[src/sv/quaternion_arithmetic_unit_defines.svh]
// Assertion macros of the quaternion arithmetic unit RTL, used by its queue.
`ifndef QUATERNION_ARITHMETIC_UNIT_DEFINES_SVH
`define QUATERNION_ARITHMETIC_UNIT_DEFINES_SVH
`ifndef NO_ASSERTIONS
`define QAU_ASSERT_IMPL(lbl, ante, cons, msg) \
  lbl: assert property (@(posedge clk) disable iff (!rst_n) (ante) |-> (cons)) \
    else $error(msg);
`define QAU_ASSERT_NEXT(lbl, ante, cons, msg) \
  lbl: assert property (@(posedge clk) disable iff (!rst_n) (ante) |=> (cons)) \
    else $error(msg);
`else
`define QAU_ASSERT_IMPL(lbl, ante, cons, msg)
`define QAU_ASSERT_NEXT(lbl, ante, cons, msg)
`endif
`endif

[src/sv/qau_fifo.sv]
// Small synchronous queue used between the front and back and at the output.
`include "quaternion_arithmetic_unit_defines.svh"

module qau_fifo #(
  parameter type T = logic,
  parameter int DEPTH = 4
) (
  input  logic clk,
  input  logic rst_n,
  input  logic push,
  output logic full,
  input  T     wdata,
  input  logic pop,
  output logic empty,
  output T     rdata
);

  localparam int AW = (DEPTH > 1) ? $clog2(DEPTH) : 1;
  localparam int CW = $clog2(DEPTH + 1);

  T mem_r [DEPTH];
  logic [AW-1:0] wr_ptr_r, wr_ptr_nxt, rd_ptr_r, rd_ptr_nxt;
  logic [CW-1:0] cnt_r, cnt_nxt;

  function automatic logic [AW-1:0] ptr_inc(input logic [AW-1:0] p);
    return (p == AW'(DEPTH - 1)) ? '0 : p + AW'(1);
  endfunction

  always_comb begin
    wr_ptr_nxt = push ? ptr_inc(wr_ptr_r) : wr_ptr_r;
    rd_ptr_nxt = pop ? ptr_inc(rd_ptr_r) : rd_ptr_r;
    case ({push, pop})
      2'b10:   cnt_nxt = cnt_r + CW'(1);
      2'b01:   cnt_nxt = cnt_r - CW'(1);
      default: cnt_nxt = cnt_r;
    endcase
  end

  always_ff @(posedge clk) begin
    if (!rst_n) begin
      wr_ptr_r <= '0;
      rd_ptr_r <= '0;
      cnt_r    <= '0;
    end else begin
      wr_ptr_r <= wr_ptr_nxt;
      rd_ptr_r <= rd_ptr_nxt;
      cnt_r    <= cnt_nxt;
    end
  end

  always_ff @(posedge clk) begin
    if (push) begin
      mem_r[wr_ptr_r] <= wdata;
    end
  end

  assign full  = (cnt_r == CW'(DEPTH));
  assign empty = (cnt_r == '0);
  assign rdata = mem_r[rd_ptr_r];

  `QAU_ASSERT_IMPL(a_push_not_full, push, !full, "transfer into a full queue")
  `QAU_ASSERT_IMPL(a_pop_not_empty, pop, !empty, "transfer out of an empty queue")
  `QAU_ASSERT_NEXT(a_push_fills, push && !pop, !empty, "queue empty after a write")

endmodule

[config.mk]
export PLATFORM = sky130hd
export DESIGN_NAME = qau_fifo
export DESIGN_NICKNAME = d
export VERILOG_FILES = /design/src/sv/qau_fifo.sv
export VERILOG_INCLUDE_DIRS = /design/src /design/src/sv
export SDC_FILE = /design/constraint.sdc
export NUM_CORES = 1
export LEC_CHECK = 0
export ABC_CLOCK_PERIOD_IN_PS = 1900
export BUFFER_PORTS_ARGS = -buffer_cell sky130_fd_sc_hd__buf_2
export CAP_MARGIN = 20
export CORE_MARGIN = 2
export CORE_UTILIZATION = 45
export DETAILED_ROUTE_END_ITERATION = 8
export HOLD_SLACK_MARGIN = 0.1
export PLACE_DENSITY_LB_ADDON = 0.15
export SETUP_SLACK_MARGIN = 0.4
export SYNTH_ARGS = -nofsm -noshare
export SYNTH_HDL_FRONTEND = slang
export SYNTH_SLANG_ARGS = --single-unit
[constraint.sdc]
create_clock -name clk -period 1.9 [get_ports clk]
set_input_delay 0.19 -clock clk [delete_from_list [all_inputs] [get_ports clk]]
set_output_delay 0.19 -clock clk [all_outputs]
set_load 0.005 [all_outputs]
==> impl_metrics.csv, run 1 <==
group,metric,value,unit
run_status,status,"completed",
pwr,p_clk_share,27.3,%
setup_path,critical_path.max_fanout,2,
floorplan,placement_rows,13,
route,drt_iter0_markers,2,
floorplan,die_height,40.6,microns
floorplan,core,1280,sq um
logic_synthesis,synth.area.top_cells,"dfxtp_1, edfxtp_1, ha_1, and2_1, inv_1",
sta,tns,0,ns
route,num_vias,365,
pwr,power_density,833,nW/um^2
route,antenna_left,0,
finish,synthToLayoutAreaGrowth,15.3,%
finish,antenna_cells,0,
sta,tightest_slew,0.125,ns
setup_path,cp.required,2.10,ns
setup_path,crit_path_end_kind,"register",
route,drtPass1Iterations,3,
global_route,grt_max_degree,8,
global_route,grt_pass1_vias,373,
setup_path,crit_type,"reg2reg",
route,drc,0,
sta,holdWs,0.141,ns
clock_tree,clk_latency,0.26,ns
pwr,p_sw_share,23.5,%
pwr,power.leakage,0.000299,uW
sta,slew_headroom,91.5,%
route,avgRoutedWirePerCell,9.80,microns
clock_tree,numCtsBuffers,3,
floorplan,die_w,40.6,microns
finish,fin_area,697,sq um
logic_synthesis,syn_inst,52,
sta,slew_violations,0,
sta,setup_viol,0,
floorplan,start_util,47.0,%
logic_synthesis,ys_seq_area_share,49.7,%
clock_tree,cts_root_buffer,"clkbuf_4",
route,via_per_inst,4.62,
clock_tree,cts_buffer_depth,2,
placed_design,placed_area,658,sq um
logic_synthesis,ys_seq_elements,13,
pwr,p_seq_share,55.6,%
setup_path,arrival,1.62,ns
clock_tree,cts_tree,"built",
sta,clock_skew,0.00128,ns
global_route,grtUsageTotal,13.3,%
logic_synthesis,post_synth.cell_area_avg,11.6,sq um
logic_synthesis,synthesis.area,604,sq um
route,wl,774,microns
placed_design,portBuffers,7,
placed_design,dp_slack,0.220,ns
pwr,power_frac_comb,17.1,%
finish,layout-drive-gt1-share,23.4,%
sta,final.setup.worst_slack,0.480,ns
floorplan,dieArea,1650,sq um
logic_synthesis,synth.top_cell.area_share,29.8,%
logic_synthesis,syn-num-nets,64,
sta,fmax,704,MHz
hold_path,hold_path.class,"in2reg",
logic_synthesis,ys_warn_count,0,
flow_run,cap_viol_max_count,0,
pwr,vdd_ir_drop_max,434,uV
placed_design,hpwl,606,microns
finish,fin_nets,77,
pwr,switching_power,137,uW
floorplan,ios,8,
clock_tree,clkSlewWorstSetupHoldPaths,0.07,ns
setup_path,crit_path_start_kind,"register",
clock_tree,cts.htree.levels,1,
logic_synthesis,yosys.cell_types.count,20,
placed_design,place_congestion,0.689,
global_route,gr-total-overflow,0,
global_route,grt_antenna_before_repair,0,
logic_synthesis,synth_largest_area_cell,"dfxtp_1",
sta,hold_violations,0,
sta,fin_crit_sh,74.7,%
sta,rsz0062_at_grt,"false",
global_route,grt_pass1_wl,1410,microns
clock_tree,clock_sinks,13,
sta,min_period,1.42,ns
pwr,p_int,444,uW
## final timing paths
kind / start / endpoint / slack (ns) / cells after the start
min: wdata / mem_r[2] / 0.14 / 1
max: cnt_r[0] / cnt_r[2] / 0.48 / 5
max reg2reg: cnt_r[0] / cnt_r[2] / 0.48 / 5
min reg2reg: cnt_r[2] / cnt_r[2] / 0.50 / 2
## kinds of logic (layout without fill, tap and decap cells)
group                      count (synthesis)  count (layout)  share of synthesized area (%)
adders and majority gates                  7               7                           15.7
and+or+nand+nor                           16              16                           15.5
muxes                                      3               3                           7.04
xor gates and xnor gates                   2               2                           2.90
DFF                                       13              13                           49.7
buffers and inverters                      6              18                           3.73
AOI/OAI and AO/OA                          5               5                           5.38
## repair_timing
item                                    in CTS  in global routing
resized for setup                            2                  1
setup buffers                                1                  0
endpoints found under the setup margin       1                  1
gates cloned                                 0                  0
hold buffers                                 0                  0
## final cells by class
type	count	area, sq um
Multi-Input combinational cell	33	284
Timing Repair Buffer	8	42.5
Sequential cell	13	303
Fill cell	119	588
Clock buffer	4	26.3
Inverter	6	22.5
Tap cell	15	18.8
## metrics by stage
step	utilization [%]	std cells	total power, uW
final	54.2	79	581
after floorplan	-	52	390
after detailed placement	51.2	74	423
after CTS	54.0	79	590
after global routing	54.2	79	623
after global placement	51.2	74	420
## synth_stat cells
master    instances
o21a_1            2
nor2_1            1
ha_1              6
and2_1            6
fa_1              1
nor2b_1           3
and3_1            1
xnor2_1           1
mux4_2            1
nand2_1           1
nor3_1            2
or3_1             1
dfxtp_1           9
a21boi_1          1
xor2_1            1
inv_1             6
o21ai_0           2
edfxtp_1          4
mux2i_1           2
nor3b_1           1
## layer usage
metal | vias up | global-route usage (%) | share of wire [%]
li1 | 198 | - | -
met1 | 162 | 14.0 | 46
met2 | 3 | 25.0 | 51
met3 | 2 | 1.63 | 2.5
met4 | 0 | 7.50 | 0.90
met5 | - | 0 | 0
## power by group through the flow
stage                     logic [uW]  clock network, uW  registers [uW]
after CTS                       99.8                167             323
after floorplan                 64.5                  0             326
after global routing             117                180             326
final                           99.1                159             323
after global placement          90.4                  0             329
after detailed placement        93.1                  0             330
## worst max-delay path, stage by stage, from the launching register on
cell and delay [ns]:
dfxtp_2 0.33, inv_1 0.06, fa_2 0.38, xor2_1 0.15, or3_1 0.31, a21boi_1 0.13
## layout by cell type (no fill, tap or decap), types with 2 or more instances in the layout
master and instances:
dfxtp_1 7, buf_2 7, inv_1 6, and2_1 6
ha_1 6, edfxtp_1 4, nor2b_1 3, clkbuf_4 3
nor3_1 2, mux2i_1 2, o21ai_0 2, o21a_1 2
dfxtp_2 2
Power figures use the tool's default switching activity.
==> run 2: changes to the inputs <==
--- a/config.mk
+++ b/config.mk
@@ -6,7 +6,7 @@
 export SDC_FILE = /design/constraint.sdc
 export NUM_CORES = 1
 export LEC_CHECK = 0
-export ABC_CLOCK_PERIOD_IN_PS = 1900
+export ABC_CLOCK_PERIOD_IN_PS = 1450
 export BUFFER_PORTS_ARGS = -buffer_cell sky130_fd_sc_hd__buf_2
 export CAP_MARGIN = 20
 export CORE_MARGIN = 2
==> constraint.sdc (replaced) <==
create_clock -name clk -period 1.45 [get_ports clk]
set_input_delay 0.145 -clock clk [delete_from_list [all_inputs] [get_ports clk]]
set_output_delay 0.145 -clock clk [all_outputs]
set_load 0.005 [all_outputs]
==> impl_metrics.csv, run 2 (same netlist as run 1, synthesis figures left out) <==
group,metric,value,unit
run_status,status,"completed",
floorplan,die_w,40.6,microns
clock_tree,clk_latency,0.27,ns
setup_path,critPathSlowestCell,"fa_2",
route,wl_met3,35,microns
clock_tree,cts_buffer_depth,2,
finish,synthToLayoutAreaGrowth,38.7,%
setup_path,cp_top_family,"adder cells",
route,met1Wirelength,439,microns
pwr,power.leakage,0.000358,uW
sta,slew_headroom,88.6,%
clock_tree,cts_root_buffer,"clkbuf_4",
clock_tree,clock_sinks,13,
route,drc,0,
placed_design,place_congestion,0.703,
global_route,grt_pass1_vias,368,
global_route,grt_pass1_wl,1500,microns
placed_design,hpwl,698,microns
finish,fin_cells,90,
floorplan,core,1280,sq um
sta,rsz0062_at_grt,"true",
route,num_vias,416,
setup_path,slowest_delay,0.35,ns
floorplan,placement_rows,13,
hold_path,hold_path.class,"in2reg",
sta,fin_crit_sh,95.1,%
setup_path,crit_type,"reg2reg",
floorplan,die_height,40.6,microns
setup_path,critical_path.max_fanout,2,
floorplan,dieArea,1650,sq um
sta,hold_violations,0,
setup_path,crit_path_end_kind,"register",
setup_path,r2r_slack,0.07,ns
sta,tns,0,ns
route,wl,983,microns
sta,tightest_slew,0.170,ns
pwr,power_density,1000,nW/um^2
global_route,gr-total-overflow,0,
route,met2_length,495,microns
clock_tree,clkSlewWorstSetupHoldPaths,0.08,ns
pwr,vdd_ir_drop_max,554,uV
route,top_layer_used,"met4",
setup_path,crit_path_start_kind,"register",
route,via_per_inst,4.62,
finish,mostFrequentLayoutCells,"buf_4, buf_2, dfxtp_2",
global_route,grt_antenna_before_repair,0,
finish,fin_nets,88,
setup_path,arrival,1.58,ns
finish,fillerInstances,103,
route,drt_iter0_markers,1,
sta,slew_violations,0,
global_route,grtUsageTotal,15.3,%
flow_run,cap_viol_max_count,0,
setup_path,cp.required,1.65,ns
finish,layout-drive-gt1-share,52.0,%
finish,final_common_cell,"buf_4",
clock_tree,cts_tree,"built",
pwr,total_power,842,uW
sta,final.setup.worst_slack,0.0714,ns
finish,fin_area,838,sq um
finish,antenna_cells,0,
sta,fmax,725,MHz
global_route,grt_max_degree,8,
route,antenna_left,0,
route,avgRoutedWirePerCell,10.9,microns
sta,min_period,1.38,ns
floorplan,start_util,47.0,%
placed_design,portBuffers,7,
route,drtPass1Iterations,2,
placed_design,dp.cells,78,
clock_tree,cts.htree.levels,1,
setup_path,path_cells,"inv_2 -> fa_2 -> xor2_1 -> or3_1 -> a21boi_1",
clock_tree,numCtsBuffers,3,
sta,setup_viol,0,
floorplan,ios,8,
placed_design,dp_slack,-0.0749,ns
setup_path,cp_num_buf_inv,1,
sta,clock_skew,0.000420,ns
placed_design,placed_area,694,sq um
[run 2: area by class of cell]
cell class,count,area (sq um),share of cell area (%)
inverters,6,22.5,2.69
flip-flops and latches,13,307,36.6
repair buffers,19,138,16.4
multi-input cells,33,327,39.0
clock buffers,4,26.3,3.13
well taps,15,18.8,2.24
[run 2: layer usage]
metal,vias up,GRT usage (%)
li1,220,-
met1,188,18.2
met5,-,0
met2,6,22.2
met3,2,6.52
met4,0,10.0
[run 2: stage by stage]
stage / hold WS (ns) / util (%)
6_report: 0.151 / 65.2
5_1_grt: 0.152 / 65.2
4_1_cts: 0.147 / 58.6
3_5_place_dp: 0.375 / 54.0
3_3_place_gp: 0.370 / 54.0
2_1_floorplan: 0.244 / -
[run 2: what timing repair did]
action | CTS | global route
setup endpoints to repair | 8 | 9
hold buffers | 1 | 0
resized for setup | 5 | 12
buffers inserted | 2 | 5
pin swaps | 5 | 3
endpoints found under the hold margin | 4 | 0
[run 2: power by group]
group	leakage (uW)	switching, uW	internal [uW]	total [uW]
combinational	0.000231	80.2	116	196
sequential	0.000113	18.6	407	426
clock	0.0000150	113	107	220
[run 2: final timing paths]
path                            depth (start not counted)      from          end
worst min-delay path                                    2     rst_n  wr_ptr_r[0]
worst max register to register                          5  cnt_r[1]     cnt_r[2]
worst min register to register                          2  cnt_r[2]     cnt_r[2]
worst max-delay path                                    5  cnt_r[1]     cnt_r[2]
==> run 3: changes to the inputs <==
--- a/config.mk
+++ b/config.mk
@@ -11,6 +11,7 @@
 export CAP_MARGIN = 20
 export CORE_MARGIN = 2
 export CORE_UTILIZATION = 45
+export CTS_CLUSTER_DIAMETER = 40
 export DETAILED_ROUTE_END_ITERATION = 8
 export HOLD_SLACK_MARGIN = 0.1
 export PLACE_DENSITY_LB_ADDON = 0.15
==> constraint.sdc (replaced) <==
create_clock -name clk -period 1.45 [get_ports clk]
set_input_delay 0.0725 -clock clk [delete_from_list [all_inputs] [get_ports clk]]
set_output_delay 0.0725 -clock clk [all_outputs]
set_load 0.005 [all_outputs]
==> impl_metrics.csv, run 3 (same netlist as run 1, synthesis figures left out) <==
group,metric,value,unit
run_status,status,"completed",
floorplan,placement_rows,13,
finish,fin_nets,84,
setup_path,crit_path_start_kind,"register",
sta,clock_skew,0.00750,ns
global_route,grt_antenna_before_repair,0,
placed_design,hpwl,665,microns
pwr,power_density,1040,nW/um^2
global_route,grtUsageTotal,14.0,%
finish,layout-drive-gt1-share,43.7,%
route,drt_iter0_markers,0,
finish,final_util,60.6,%
clock_tree,clkSlewWorstSetupHoldPaths,0.08,ns
placed_design,dp_slack,-0.0166,ns
setup_path,arrival,1.57,ns
sta,fmax,738,MHz
global_route,grt_pass1_wl,1400,microns
finish,fillerInstances,125,
clock_tree,cts_tree,"built",
floorplan,start_util,47.0,%
route,avgRoutedWirePerCell,10.4,microns
route,wl,893,microns
floorplan,die_w,40.6,microns
route,num_vias,395,
sta,final.setup.worst_slack,0.0946,ns
sta,hold_violations,0,
finish,mostFrequentLayoutCells,"buf_2, and2_1, buf_4",
route,via_per_inst,4.59,
sta,fin_crit_sh,93.5,%
finish,final_common_cell,"buf_2",
floorplan,ios,8,
pwr,power.leakage,0.000332,uW
sta,slew_headroom,88.0,%
sta,setup_viol,0,
setup_path,crit_path_end_kind,"register",
clock_tree,cts_root_buffer,"clkbuf_4",
pwr,vdd_ir_drop_max,574,uV
global_route,grt_pass1_vias,361,
floorplan,core,1280,sq um
flow_run,cap_viol_max_count,0,
placed_design,place_congestion,0.663,
finish,antenna_cells,0,
sta,tns,0,ns
sta,holdWs,0.202,ns
placed_design,placed_area,688,sq um
clock_tree,clock_sinks,13,
route,drc,0,
setup_path,critical_path.max_fanout,2,
global_route,grt_max_degree,8,
clock_tree,cts.htree.levels,1,
clock_tree,numCtsBuffers,3,
finish,synthToLayoutAreaGrowth,28.8,%
sta,tightest_slew,0.179,ns
clock_tree,cts_buffer_depth,2,
floorplan,dieArea,1650,sq um
setup_path,cp.required,1.66,ns
global_route,gr-total-overflow,0,
clock_tree,clk_latency,0.27,ns
sta,min_period,1.36,ns
placed_design,portBuffers,7,
route,antenna_left,0,
floorplan,die_height,40.6,microns
sta,slew_violations,0,
setup_path,crit_type,"reg2reg",
route,drtPass1Iterations,1,
finish,fin_area,778,sq um
sta,rsz0062_at_grt,"true",
hold_path,hold_path.class,"in2reg",
run 3: cell types whose count changed in the layout (fill, tap and decap cells not counted):
cell	previous run	this run
and2_1	4	6
and2_4	2	0
and3_1	0	1
and3_4	1	0
buf_2	6	7
buf_4	10	6
buf_6	2	0
dlygate4sd3_1	1	2
ha_1	3	4
ha_4	2	1
inv_1	2	1
inv_2	4	5
run 3: path summary, 6_finish.rpt:
path | startpoint | endpoint | slack (ns) | cells past startpoint
hold reg to reg | cnt_r[2] | cnt_r[2] | 0.52 | 2
setup reg to reg | cnt_r[1] | cnt_r[2] | 0.09 | 5
hold / removal | push | wr_ptr_r[0] | 0.20 | 4
setup / recovery | cnt_r[1] | cnt_r[2] | 0.09 | 5
run 3: worst max-delay path, stage by stage (launching register included):
cell	delay, ns
dfxtp_2	0.34
inv_2	0.04
fa_2	0.34
xor2_1	0.15
or3_1	0.31
a21boi_1	0.12
run 3: area by class of cell:
type | count | area (sq um) | area share, %
repair buffers | 15 | 100 | 12.9
inverters | 6 | 22.5 | 2.89
multi-input cells | 33 | 304 | 39.1
flip-flops and latches | 13 | 307 | 39.4
well taps | 15 | 18.8 | 2.41
clock buffers | 4 | 26.3 | 3.38
run 3: timing repair:
item	in CTS	in global routing
hold buffers	2	0
pin swaps	0	2
setup buffers	2	1
endpoints found under the setup margin	6	10
resized for setup	2	4
endpoints found under the hold margin	10	0
run 3: per-stage QoR:
step	total power [uW]	cells
after CTS	807	85
after detailed placement	567	77
final	806	86
after floorplan	520	52
after global routing	864	86
after global placement	564	77
run 3: power breakdown:
part	total [uW]	internal [uW]	switching, uW
Sequential	426	407	19.1
Combinational	161	92.5	68.1
Clock	219	107	112
Total	806	606	200
run 3: layer usage:
metal,global-route usage [%],wire (microns),vias to the layer above,part of all wire (%)
li1,-,-,210,-
met2,22.2,438,3,49
met5,0,0,-,0
met4,10.0,0,0,0
met1,14.3,434,182,49
met3,6.52,19,0,2.1
